### config.mk
export PLATFORM = sky130hd
export DESIGN_NAME = pin_retry_counter_manager_unit
export DESIGN_NICKNAME = d
export VERILOG_FILES = /design/src/rtl/core/pcm_pkg.sv /design/src/rtl/core/pin_retry_counter_manager_unit.sv /design/src/rtl/core/pcm_table.sv /design/src/rtl/core/pcm_exec.sv
export SDC_FILE = /design/constraint.sdc
export NUM_CORES = 2
export LEC_CHECK = 0
export BUFFER_PORTS_ARGS = -buffer_cell sky130_fd_sc_hd__buf_2
export CAP_MARGIN = 0
export CORE_ASPECT_RATIO = 1.25
export CORE_MARGIN = 5
export CORE_UTILIZATION = 35
export CTS_CLUSTER_DIAMETER = 200
export DETAILED_ROUTE_END_ITERATION = 10
export HOLD_SLACK_MARGIN = 0.02
export SLEW_MARGIN = 5
export SYNTH_ARGS = -nofsm -noshare
export SYNTH_HDL_FRONTEND = slang
export SYNTH_SLANG_ARGS = --single-unit
### constraint.sdc
create_clock -name clk -period 18.2 [get_ports clk]
set_input_delay 0.91 -clock clk [delete_from_list [all_inputs] [get_ports clk]]
set_output_delay 0.91 -clock clk [all_outputs]
set_load 0.05 [all_outputs]
### src/rtl/core/pcm_pkg.sv
// Package with the types, codes and helper functions of the PIN retry counter engine.
`timescale 1ns / 1ps
package pcm_pkg;

  localparam int ENTRIES   = 16;
  localparam int PIN_BYTES = 8;
  localparam int PIN_W     = 8 * PIN_BYTES;
  localparam int IDX_W     = $clog2(ENTRIES);

  localparam logic [7:0]  REF_ALWAYS   = 8'h90;
  localparam logic [31:0] VERIFIED_RST = 32'h8000_0000;

  typedef enum logic [3:0] {
    OP_VERIFY        = 4'd0,
    OP_VERIFY_COUNT  = 4'd1,
    OP_CHANGE        = 4'd2,
    OP_UNBLOCK       = 4'd3,
    OP_UNBLOCK_COUNT = 4'd4,
    OP_ENABLE        = 4'd5,
    OP_DISABLE       = 4'd6,
    OP_QUERY         = 4'd7,
    OP_LOAD          = 4'd8
  } op_t;

  typedef enum logic [2:0] {
    ST_VERIFIED     = 3'd0,
    ST_NOT_VERIFIED = 3'd1,
    ST_BLOCKED      = 3'd2,
    ST_BAD_STATE    = 3'd3,
    ST_NOT_FOUND    = 3'd4,
    ST_BAD_REF      = 3'd5,
    ST_DONE         = 3'd6
  } status_t;

  typedef struct packed {
    logic [7:0]       key;
    logic             en;
    logic [3:0]       ulim;
    logic [3:0]       vlim;
    logic [3:0]       ucnt;
    logic [3:0]       vcnt;
    logic [PIN_W-1:0] vpin;
    logic [PIN_W-1:0] upin;
  } entry_t;

  typedef struct packed {
    logic             en;
    logic [IDX_W-1:0] addr;
    logic             valid;
    entry_t           data;
  } tbl_wr_t;

  typedef struct packed {
    logic [3:0]  op;
    logic [7:0]  key_ref;
    logic [63:0] pin_value;
    logic [63:0] new_pin;
    logic        expected_enabled;
  } cmd_t;

  typedef struct packed {
    logic       key_verified;
    logic       pin_state;
    logic [3:0] attempts;
    logic [2:0] status;
  } res_t;

  typedef struct packed {
    logic   wr;
    entry_t ent;
    logic   set_bit;
    res_t   res;
  } exec_t;

  function automatic logic ref_ok(input logic [7:0] r);
    logic hi_ok;
    logic lo_ok;
    hi_ok = (r[7:4] == 4'h0) || (r[7:4] == 4'h8);
    lo_ok = (r[3:0] != 4'h0) && (r[3:0] != 4'h9) && (r[3:0] != 4'hF);
    return hi_ok && lo_ok;
  endfunction

  function automatic logic ref_adm(input logic [7:0] r);
    return ((r >= 8'h0A) && (r <= 8'h0E)) || ((r >= 8'h8A) && (r <= 8'h8E));
  endfunction

  function automatic logic [4:0] ref_pos(input logic [7:0] r);
    logic [7:0] p;
    p = (r < 8'h81) ? (r - 8'h01) : (r - 8'h71);
    return p[4:0];
  endfunction

endpackage

### src/rtl/core/pin_retry_counter_manager_unit.sv
// Top level of the PIN retry counter engine: command sequencer, verified bitmap and output stage.
//
// Channel | Direction | Handshake         | Payload
// in_     | input     | in_tvalid/tready  | in_tuser op, in_tdata command fields
// out_    | output    | out_tvalid/tready | out_tdata status, attempts, flags
//
// A command that needs the table scans the table memory sequentially, one read per cycle, until
// a matching entry is found or the last entry has been compared.
// Load and rejected commands skip the scan and go straight to the response state.
// Reset is synchronous and active low; it clears the valid flags and returns the bitmap to the
// always bit.
// A new command is taken while a result waits on the output register.
`timescale 1ns / 1ps
module pin_retry_counter_manager_unit
  import pcm_pkg::*;
(
  input  logic         clk,
  input  logic         rst_n,
  input  logic         in_tvalid,
  output logic         in_tready,
  input  logic [3:0]   in_tuser,   // op
  input  logic [151:0] in_tdata,   // key_ref, pin_value, new_pin, expected_enabled, slot,
                                   // verify_limit, unblock_limit, load_enabled, load_valid
  output logic         out_tvalid,
  input  logic         out_tready,
  output logic [15:0]  out_tdata   // status, attempts, pin_state, key_verified
);

  typedef enum logic [3:0] {
    S_IDLE = 4'b0001,
    S_SCAN = 4'b0010,
    S_EXEC = 4'b0100,
    S_RESP = 4'b1000
  } state_t;

  state_t             state_r, state_nxt;
  cmd_t               cmd_r, cmd_nxt;
  res_t               res_r, res_nxt;
  res_t               out_r, out_nxt;
  logic               out_valid_r, out_valid_nxt;
  logic [IDX_W:0]     idx_r, idx_nxt;
  logic [IDX_W-1:0]   cmp_idx_r, cmp_idx_nxt;
  logic               cmp_vld_r, cmp_vld_nxt;
  logic [31:0]        verified_r, verified_nxt;

  cmd_t               in_cmd;
  logic [3:0]         in_slot;
  logic [3:0]         in_vlim;
  logic [3:0]         in_ulim;
  logic               in_len;
  logic               in_lval;
  logic               accept;
  logic               out_free;
  logic               match;
  logic [4:0]         pos;

  tbl_wr_t            tbl_wr;
  logic               rd_en;
  entry_t             rd_data;
  logic [ENTRIES-1:0] valid;
  exec_t              ex;

  assign in_cmd.op               = in_tuser;
  assign in_cmd.key_ref          = in_tdata[7:0];
  assign in_cmd.pin_value        = in_tdata[71:8];
  assign in_cmd.new_pin          = in_tdata[135:72];
  assign in_cmd.expected_enabled = in_tdata[136];
  assign in_slot                 = in_tdata[140:137];
  assign in_vlim                 = in_tdata[144:141];
  assign in_ulim                 = in_tdata[148:145];
  assign in_len                  = in_tdata[149];
  assign in_lval                 = in_tdata[150];

  assign in_tready = (state_r == S_IDLE);
  assign accept    = in_tvalid && in_tready;
  assign out_free  = !out_valid_r || out_tready;
  assign pos       = ref_pos(cmd_r.key_ref);
  assign rd_en     = (state_r == S_SCAN) && (idx_r < (IDX_W + 1)'(ENTRIES)) && !match;
  assign match     = (state_r == S_SCAN) && cmp_vld_r && valid[cmp_idx_r]
                     && (rd_data.key == cmd_r.key_ref);

  pcm_table u_table (
    .clk     (clk),
    .rst_n   (rst_n),
    .wr      (tbl_wr),
    .rd_en   (rd_en),
    .rd_addr (idx_r[IDX_W-1:0]),
    .rd_data (rd_data),
    .valid   (valid)
  );

  pcm_exec u_exec (
    .cmd  (cmd_r),
    .ent  (rd_data),
    .vbit (verified_r[pos]),
    .ex   (ex)
  );

  always_comb begin
    state_nxt     = state_r;
    cmd_nxt       = cmd_r;
    res_nxt       = res_r;
    out_nxt       = out_r;
    out_valid_nxt = out_valid_r && !out_tready;
    idx_nxt       = idx_r;
    cmp_idx_nxt   = cmp_idx_r;
    cmp_vld_nxt   = cmp_vld_r;
    verified_nxt  = verified_r;
    tbl_wr        = '0;

    case (state_r)
      S_IDLE: begin
        if (accept) begin
          cmd_nxt     = in_cmd;
          res_nxt     = '0;
          idx_nxt     = '0;
          cmp_vld_nxt = 1'b0;
          state_nxt   = S_RESP;
          case (in_cmd.op)
            OP_LOAD: begin
              if (in_lval && !ref_ok(in_cmd.key_ref)) begin
                res_nxt.status = ST_BAD_REF;
              end else if (32'(in_slot) >= ENTRIES) begin
                res_nxt.status = ST_NOT_FOUND;
              end else begin
                tbl_wr.en          = 1'b1;
                tbl_wr.addr        = in_slot[IDX_W-1:0];
                tbl_wr.valid       = in_lval;
                tbl_wr.data.key    = in_cmd.key_ref;
                tbl_wr.data.en     = in_len;
                tbl_wr.data.vcnt   = in_vlim;
                tbl_wr.data.ucnt   = in_ulim;
                tbl_wr.data.vlim   = in_vlim;
                tbl_wr.data.ulim   = in_ulim;
                tbl_wr.data.vpin   = in_cmd.pin_value[PIN_W-1:0];
                tbl_wr.data.upin   = in_cmd.new_pin[PIN_W-1:0];
                res_nxt.status     = ST_DONE;
                res_nxt.pin_state  = in_lval && in_len;
              end
            end
            OP_QUERY: begin
              if (!ref_ok(in_cmd.key_ref) && (in_cmd.key_ref != REF_ALWAYS)) begin
                res_nxt.status = ST_BAD_REF;
              end else begin
                state_nxt = S_SCAN;
              end
            end
            OP_VERIFY, OP_VERIFY_COUNT, OP_ENABLE, OP_DISABLE: begin
              if (!ref_ok(in_cmd.key_ref)) begin
                res_nxt.status = ST_BAD_REF;
              end else begin
                state_nxt = S_SCAN;
              end
            end
            OP_CHANGE, OP_UNBLOCK, OP_UNBLOCK_COUNT: begin
              if (!ref_ok(in_cmd.key_ref)) begin
                res_nxt.status = ST_BAD_REF;
              end else if (ref_adm(in_cmd.key_ref)) begin
                res_nxt.status = ST_BAD_STATE;
              end else begin
                state_nxt = S_SCAN;
              end
            end
            default: begin
              res_nxt.status = ST_BAD_STATE;
            end
          endcase
        end
      end
      S_SCAN: begin
        if (match) begin
          cmp_vld_nxt = 1'b0;
          state_nxt   = S_EXEC;
        end else if (cmp_vld_r && (cmp_idx_r == IDX_W'(ENTRIES - 1))) begin
          cmp_vld_nxt = 1'b0;
          res_nxt     = '0;
          if (cmd_r.op == OP_QUERY) begin
            res_nxt.status       = ST_DONE;
            res_nxt.key_verified = verified_r[pos];
          end else begin
            res_nxt.status = ST_NOT_FOUND;
          end
          state_nxt = S_RESP;
        end else begin
          cmp_vld_nxt = rd_en;
          cmp_idx_nxt = idx_r[IDX_W-1:0];
          if (rd_en) begin
            idx_nxt = idx_r + 1'b1;
          end
        end
      end
      S_EXEC: begin
        tbl_wr.en    = ex.wr;
        tbl_wr.addr  = cmp_idx_r;
        tbl_wr.valid = 1'b1;
        tbl_wr.data  = ex.ent;
        if (ex.set_bit) begin
          verified_nxt[pos] = 1'b1;
        end
        res_nxt   = ex.res;
        state_nxt = S_RESP;
      end
      S_RESP: begin
        if (out_free) begin
          out_nxt       = res_r;
          out_valid_nxt = 1'b1;
          state_nxt     = S_IDLE;
        end
      end
      default: begin
        state_nxt = S_IDLE;
      end
    endcase
  end

  always_ff @(posedge clk) begin
    if (!rst_n) begin
      state_r     <= S_IDLE;
      out_valid_r <= 1'b0;
      cmp_vld_r   <= 1'b0;
      idx_r       <= '0;
      verified_r  <= VERIFIED_RST;
    end else begin
      state_r     <= state_nxt;
      out_valid_r <= out_valid_nxt;
      cmp_vld_r   <= cmp_vld_nxt;
      idx_r       <= idx_nxt;
      verified_r  <= verified_nxt;
    end
  end

  always_ff @(posedge clk) begin
    cmd_r     <= cmd_nxt;
    res_r     <= res_nxt;
    out_r     <= out_nxt;
    cmp_idx_r <= cmp_idx_nxt;
  end

  assign out_tvalid = out_valid_r;
  assign out_tdata  = {7'b0, out_r.key_verified, out_r.pin_state, out_r.attempts,
                       out_r.status};

  a_wr_state: assert property (@(posedge clk) disable iff (!rst_n)
    tbl_wr.en |-> ((state_r == S_IDLE) || (state_r == S_EXEC)))
    else $error("Table written outside a load or an execute cycle.");

  a_rd_state: assert property (@(posedge clk) disable iff (!rst_n)
    rd_en |-> (state_r == S_SCAN))
    else $error("Table read outside the scan.");

  a_always_bit: assert property (@(posedge clk) disable iff (!rst_n)
    verified_r[31])
    else $error("The always bit of the verified bitmap has been lost.");

  a_exec_match: assert property (@(posedge clk) disable iff (!rst_n)
    (state_r == S_EXEC) |-> (valid[cmp_idx_r] && (rd_data.key == cmd_r.key_ref)))
    else $error("Execute stage entered without a matching entry.");

endmodule

### src/rtl/core/pcm_table.sv
// Key entry table: one synchronous memory with registered read and per-entry valid flags.
`timescale 1ns / 1ps
module pcm_table
  import pcm_pkg::*;
(
  input  logic               clk,
  input  logic               rst_n,
  input  tbl_wr_t            wr,
  input  logic               rd_en,
  input  logic [IDX_W-1:0]   rd_addr,
  output entry_t             rd_data,
  output logic [ENTRIES-1:0] valid
);

  entry_t             mem [ENTRIES];
  entry_t             rd_data_r;
  logic [ENTRIES-1:0] valid_r;

  always_ff @(posedge clk) begin
    if (wr.en && wr.valid) begin
      mem[wr.addr] <= wr.data;
    end
    if (rd_en) begin
      rd_data_r <= mem[rd_addr];
    end
  end

  always_ff @(posedge clk) begin
    if (!rst_n) begin
      valid_r <= '0;
    end else if (wr.en) begin
      valid_r[wr.addr] <= wr.valid;
    end
  end

  assign rd_data = rd_data_r;
  assign valid   = valid_r;

endmodule

### src/rtl/core/pcm_exec.sv
// Command execution on a found entry: retry counters, PIN compare and entry update.
`timescale 1ns / 1ps
module pcm_exec
  import pcm_pkg::*;
(
  input  cmd_t   cmd,
  input  entry_t ent,
  input  logic   vbit,
  output exec_t  ex
);

  logic             need;
  logic             use_ub;
  logic [3:0]       cnt;
  logic [3:0]       cnt_dec;
  logic [PIN_W-1:0] stored;
  logic             pin_eq;

  always_comb begin
    need    = (cmd.op == OP_VERIFY) ? cmd.expected_enabled : (cmd.op == OP_DISABLE);
    use_ub  = (cmd.op == OP_UNBLOCK);
    cnt     = use_ub ? ent.ucnt : ent.vcnt;
    cnt_dec = cnt - 4'd1;
    stored  = use_ub ? ent.upin : ent.vpin;
    pin_eq  = (cmd.pin_value[PIN_W-1:0] == stored);

    ex              = '0;
    ex.ent          = ent;
    ex.res.status   = ST_BAD_STATE;

    case (cmd.op)
      OP_VERIFY_COUNT: begin
        ex.res.status   = ST_NOT_VERIFIED;
        ex.res.attempts = ent.vcnt;
      end
      OP_UNBLOCK_COUNT: begin
        ex.res.status   = ST_NOT_VERIFIED;
        ex.res.attempts = ent.ucnt;
      end
      OP_QUERY: begin
        ex.res.status       = ST_DONE;
        ex.res.key_verified = vbit;
      end
      OP_VERIFY, OP_ENABLE, OP_DISABLE, OP_CHANGE, OP_UNBLOCK: begin
        if (((cmd.op == OP_VERIFY) || (cmd.op == OP_ENABLE) || (cmd.op == OP_DISABLE))
            && (ent.en != need)) begin
          ex.res.status = ST_BAD_STATE;
        end else if ((cmd.op == OP_CHANGE) && !ent.en) begin
          ex.res.status = ST_BAD_STATE;
        end else if (cnt == 4'd0) begin
          ex.res.status = ST_BLOCKED;
        end else begin
          ex.wr = 1'b1;
          if (!pin_eq) begin
            ex.res.status   = ST_NOT_VERIFIED;
            ex.res.attempts = cnt_dec;
            if (use_ub) begin
              ex.ent.ucnt = cnt_dec;
            end else begin
              ex.ent.vcnt = cnt_dec;
            end
          end else begin
            ex.res.status = ST_VERIFIED;
            ex.set_bit    = 1'b1;
            if (use_ub) begin
              ex.ent.ucnt = ent.ulim;
            end else begin
              ex.ent.vcnt = ent.vlim;
            end
            if (cmd.op == OP_ENABLE) begin
              ex.ent.en = 1'b1;
            end else if (cmd.op == OP_DISABLE) begin
              ex.ent.en = 1'b0;
            end else if ((cmd.op == OP_CHANGE) || (cmd.op == OP_UNBLOCK)) begin
              ex.ent.vpin = cmd.new_pin[PIN_W-1:0];
              ex.ent.vcnt = ent.vlim;
              ex.ent.en   = 1'b1;
            end
          end
        end
      end
      default: begin
        ex.res.status = ST_BAD_STATE;
      end
    endcase

    ex.res.pin_state = ex.ent.en;
  end

endmodule

# Yosys cells after proc, flatten, opt, wreduce, memory -nomap -nowiden
# Memories as Yosys holds them, arrays and structs flattened. A register that Yosys moved wholly into a read port is not among the register bits.
# Index checks and enable logic that the tools add are counted.
[classes] n_mux=94 magnitude_cmp=11 n_reduce_logical=51 addsub=4 n_bitwise=3 n_eq_ne=34
[op_table] op="2-to-1 mux 159 bit" n=3
[op_table] op="case mux 159 bit (2 select lines)" n=1
[op_table] op="2-to-1 mux 72 bit" n=4
[op_table] op="2-to-1 mux 68 bit" n=3
[op_table] op="2-to-1 mux 64 bit" n=2
[op_table] op="2-to-1 mux 4 bit" n=17
[op_table] op="== test 64 bit" n=1
[op_table] op="== test 4 x 3 -> 1 bit, second input constant" n=9
[op_table] op="2-to-1 mux 1 bit" n=33
[op_table] op="bitwise OR 32 bit" n=1
[op_table] op="2-to-1 mux 9 bit" n=3
[op_table] op="case mux 9 bit (3 select lines)" n=1
[op_table] op="2-to-1 mux 5 bit" n=5
[op_table] op="case mux 4 bit (3 select lines)" n=2
[op_table] op="logical AND 1 bit" n=21
[op_table] op="== test 4 x 2 -> 1 bit, second input constant" n=5
[op_table] op="2-to-1 mux 3 bit" n=6
[op_table] op="bitwise mux 16 bit" n=1
[op_table] op="== test 4 bit, second input constant" n=4
[op_table] op="logical NOT 4 bit" n=4
[op_table] op="case mux 4 bit (4 select lines)" n=1
[op_table] op="== test 4 x 1 -> 1 bit, second input constant" n=3
[op_table] op="case mux 3 bit (4 select lines)" n=1
[op_table] op="< comparator 4 x 5 -> 1 bit, second input constant" n=2
[op_table] op="43 further kinds" n=64
[word_totals] elab_cells=218 output_inout_bits=18 register_bits=222 input_bits=160 memories=1 ram_bits=2448
[memory_table] name="u_table.mem" depth=16 width=153 read_ports=1 rd_ports_with_merged_regs=1 wr=1 line_no="pcm_table.sv:15" text="entry_t mem [ENTRIES];"

# Depth between registers and ports, before layout
[logic_depth] word_depth=16 ltp_mapped=15 mapped_depth_nobuf=10

# Modules after synthesis
# A second synthesis with hierarchy kept.
[unflattened] hier_cells=5271 area_unflattened_um2=110183.2
[by_module_without_submodules] module="pcm_table" cells_per_inst=4076 seq_area_each_um2=78425.2 area_each_um2=96910.4 instances=1
[by_module_without_submodules] module="pin_retry_counter_manager_unit" cells_per_inst=686 seq_area_each_um2=5755.5 area_each_um2=9221.3 instances=1
[by_module_without_submodules] module="pcm_exec" cells_per_inst=509 seq_area_each_um2=0.0 area_each_um2=4051.4 instances=1

# Worst setup path before layout
# Ideal clock, no wire load.
[synth_timing] kind="register -> register" from="register state_r[3]" to="memory u_table.mem[11][0] in the netlist's numbering, enable pin" path_stages_with_launch=8 period_less_slack_ns=13.871 path_buffers=0 arrival_ns=13.201 setup_time_ns=0.669 required_ns=17.531 slack_ns=4.329 path_cell_list="dfxtp_1 nor4b_1 nand2_1 inv_1 nand2_1 o31ai_1 nand2_1 nor2_1"
[synth_between] elab_chain_len=7 word_cells_on_any_way=8 cone_classes="eq/ne: 2; mux: 4; reduce/logical: 2"
[synth_rtl] item="from (decl)" line_no="pin_retry_counter_manager_unit.sv:36" text="state_t state_r, state_nxt;"
[synth_rtl] item="from (signal assigned)" line_no="pin_retry_counter_manager_unit.sv:224" text="state_r <= state_nxt;"
[synth_rtl] item="== test 4 x 1 -> 1 bit (*)" line_no="pin_retry_counter_manager_unit.sv:74" text="assign in_tready = (state_r == S_IDLE);"
[synth_rtl] item="via in_tready" line_no="pin_retry_counter_manager_unit.sv:20" text="output logic in_tready,"
[synth_rtl] item="logical AND 1 bit" line_no="pin_retry_counter_manager_unit.sv:75" text="assign accept = in_tvalid && in_tready;"
[synth_rtl] item="2-to-1 mux 159 bit" line_no="pin_retry_counter_manager_unit.sv:113" text="if (accept) begin"
[synth_rtl] item="case mux 159 bit (2 select lines) (*)" line_no="pin_retry_counter_manager_unit.sv:111" text="case (state_r)"
[synth_rtl] item="logical AND 1 bit" line_no="pcm_table.sv:20" text="if (wr.en && wr.valid) begin"
[synth_rtl] item="2-to-1 mux 1 bit" line_no="pcm_table.sv:20"
[synth_rtl] item="2-to-1 mux 1 bit (implied by the code)" line_no="pcm_table.sv:21" text="mem[wr.addr] <= wr.data;"
[synth_rtl] item="to (decl)" line_no="pcm_table.sv:15"
# The timed path passes the listed nets; every way through them passes the cells marked *.

==> summary.txt <==
Status
  – Outcome: finished clean

Clocking
  – CTS Hold Bufs: 0
  – Clock root cell: clkbuf_16
  – CTS max path bufs: 4
  – Post-cts sizing count: 0
  – H-Tree Depth: 5
  – CTS tree: built
  – Worst-path clk slew: 60 ps
  – Clk sinks: 2,823
  – Clock latency on the worst-skew pair: 840 ps
  – Num CTS Buffers: 266
  – Post-CTS setup buffer count: 0

Finish
  – Number of fill cells: 27,200
  – Share of layout cells above drive strength 1: 27.7%
  – Multi-input gate area: 0.0236 mm^2
  – Area Overhead vs Synth: 13.6%
  – Seq. cell area: 0.0842 mm^2
  – Nets@finish: 5,322

Placed design
  – IO Port Bufs: 169
  – Post-DP HPWL: 173,000 um
  – GP Congestion: 0.878

Floorplanning
  – Die width: 509 um
  – Floorplan row count: 229
  – Die Y: 634 um
  – Core Area: 0.311 mm^2
  – Starting Density: 35.1%
  – I/O Pins: 178
  – DIE AREA: 0.322 mm^2

STA
  – # setup viols final: 0
  – Unrepaired setup endpoints after global routing: false
  – Period utilization: 39.7%
  – Clock skew: 53.4 ps
  – Slew HR: 15.8%
  – Fin. max-slew vios: 0
  – Hold Violations, Final: 0
  – Fmax achieved: 139 MHz
  – Final min period: 7220 ps
  – Final setup TNS: 0 ps
  – Worst-Margin Slew: 1260 ps

Global route
  – Initial antenna violation count: 72
  – First-pass GRT wire length: 421,000 um
  – All-Layer GR Usage: 18.3%
  – Vias in the first global route: 54,100
  – Largest net degree at the start of global routing: 99
  – Overflow after GRT: 0

Setup path
  – CP Capture Type: flop
  – Worst-path fanout max: 37
  – WP data required: 18,640 ps
  – CP cell instances: and4bb_4 -> buf_4 -> nand2_1 -> and3_1 -> a2111oi_0 -> o2111a_1 -> and4_1 -> nand3_4 -> buf_4 -> mux2i_1 -> o21ai_1
  – WS Path Type: flop to flop
  – Max stage delay on crit path: 870 ps
  – CP most frequent cell: buf_4
  – CP top delay family: simple AND/OR/NAND/NOR gates
  – Slowest CP cell: o21ai_1
  – Worst setup SP type: flop
  – Critical path data arrival time: 7660 ps
  – Worst path bufs/invs: 2

Route
  – DRC violations left: 0
  – WL final: 301,000 um
  – WL/cell: 31.5 um
  – Post-DR vias/cell: 5.50
  – Iteration-0 DRC Markers: 5,989
  – Vias post-DR: 52,500
  – Detail Route Antenna Nets: 0
  – DR pass1 iterations: 5

Run
  – MaxCap Viol Count: 0

Synthesis
  – Yosys warns: 0
  – Post-Syn Area: 0.109 mm^2
  – Syn Inst Count: 4,842
  – Asr flop ratio synth: 0%
  – Synth top area share: 76.2%
  – Cell taking the most area after synthesis: edfxtp_1
  – Top cells by area, synth: edfxtp_1, mux4_2, dfxtp_1, mux2i_1, nand2_1
  – Post-synth EDFFs: 2,764
  – Post-synthesis sequential area ratio: 77.3%
  – Synth Register Bits: 2,823
  – Post-synth cell types: 79
  – Avg Cell Area, Syn: 22.5 um^2
  – Main synth FF type: edfxtp_1

Power
  – Net Sw Power: 2.51 mW
  – Comb power frac: 1.3%
  – Power Density: 103 mW/mm^2
  – Cell internal pwr: 10.2 mW
  – VDD IR max: 0.0613 mV
  – Sw Ratio: 19.8%
  – Sequential power share: 55.9%
  – Static Leak: 38.6 nW
  – Clk network pwr share: 42.7%
  – Tot Pwr: 12.7 mW

Worst hold path
  – Min-Delay Path Class: input pin to flop
-- routing by layer --
| layer | global-route usage [%] | vias to the layer above | share of wire (%) | routed length (um) |
|---|---|---|---|---|
| met5 | 0 | - | 0.061 | 183 |
| met1 | 22.6 | 28700 | 38 | 113000 |
| met4 | 7.10 | 28 | 4.0 | 12000 |
| met2 | 31.9 | 2184 | 52 | 156000 |
| met3 | 3.29 | 451 | 6.6 | 19800 |
| li1 | - | 21200 | - | - |
-- metrics by stage --
stage	instance area [um^2]	worst slack, ps	hold WS (ps)	utilization [%]	std cells
after floorplan	109000	4330	400	-	4848
after global placement	115000	11210	406	37.1	9044
after detailed placement	115000	11100	413	37.1	9045
after CTS	124000	11070	212	39.8	9503
after global routing	124000	10850	242	39.8	9526
final	124000	10980	275	39.8	9546
-- final cells by class --
| class | count | area share, % |
|---|---|---|
| Inverter | 68 | 0.213 |
| Antenna cell | 43 | 0.0870 |
| Multi-Input combinational cell | 1705 | 19.1 |
| Sequential cell | 2823 | 68.1 |
| Tap cell | 4158 | 4.21 |
| Timing Repair Buffer | 291 | 1.56 |
| Clock inverter | 142 | 0.989 |
| Clock buffer | 316 | 5.73 |
-- flip-flops by register name, summed over array words and instances, names as in the netlist --
register / flops
out_tdata: 9
res_r: 9
idx_r: 5
cmp_idx_r: 4
out_tvalid: 1
cmd_r: 141
cmp_vld_r: 1
u_table.rd_data: 153
verified_r: 32
u_table.valid: 16
u_table.mem: 2448
state_r: 4
-- placed cells by master, fill, tap and decap left out, types with 10 or more instances in the layout --
cell type and count:
mux4_2 778, buf_12 13, bufinv_16 20, nor3_1 16, clkbuf_16 277, nand3_1 24, buf_4 109, o21ai_1 80
diode_2 43, clkinv_2 49, xnor2_1 35, clkinvlp_4 14, nand4_1 13, inv_1 66, clkinv_1 52, nor2_1 67
o31ai_1 22, clkbuf_1 38, nand2b_1 10, nor2b_1 17, nor2_4 16, o22ai_1 17, nand2_1 196, xor2_1 31
o211ai_1 10, mux2i_1 83, edfxtp_1 2764, dfxtp_1 55, a22o_1 65, a32o_1 14, a21oi_1 37, o21ai_0 31
buf_2 169
-- synth_stat cells, drive strengths merged (31+ instances only) --
master  count
mux2i      83
clkbuf    182
inv        68
mux4      778
a22o       65
a21oi      37
xnor2      35
nand2     196
o21ai     111
buf        70
dfxtp      59
xor2       31
edfxtp   2764
nor2       83
-- cell families (layout without fill, tap and decap cells) --
| family | after synthesis | after routing | share of synthesized area, % |
|---|---|---|---|
| DFF | 2823 | 2823 | 77.3 |
| muxes | 864 | 864 | 16.9 |
| and+or+nand+nor | 410 | 410 | 1.75 |
| AOI/OAI and AO/OA | 351 | 351 | 2.27 |
| buffers and inverters | 320 | 817 | 1.16 |
| xor gates and xnor gates | 66 | 66 | 0.531 |
| adders and majority gates | 7 | 7 | 0.0804 |
| other | 1 | 50 | 0.00344 |
-- power groups by stage --
stage	Sequential, mW	Clock (mW)	Combinational (mW)
3_3_place_gp	7.24	0	0.169
2_1_floorplan	7.23	0	0.0776
6_report	7.10	5.43	0.170
4_1_cts	7.10	5.53	0.171
5_1_grt	7.09	5.79	0.176
3_5_place_dp	7.24	0	0.170
-- final timing paths --
check / from / endpoint / slack [ps] / depth (start not counted)
worst max-delay path: cmd_r[138]$_DFFE_PP_ / u_table.mem[9][112]$_DFFE_PP_ / 10980 / 11
worst min-delay path: in_tdata[136] / cmd_r[0]$_DFFE_PP_ / 280 / 1
worst max register to register: cmd_r[138]$_DFFE_PP_ / u_table.mem[9][112]$_DFFE_PP_ / 10980 / 11
worst min register to register: res_r[1]$_DFFE_PP_ / out_tdata[1]$_DFFE_PP_ / 420 / 0
No activity file was read; power rests on OpenSTA's default activity.
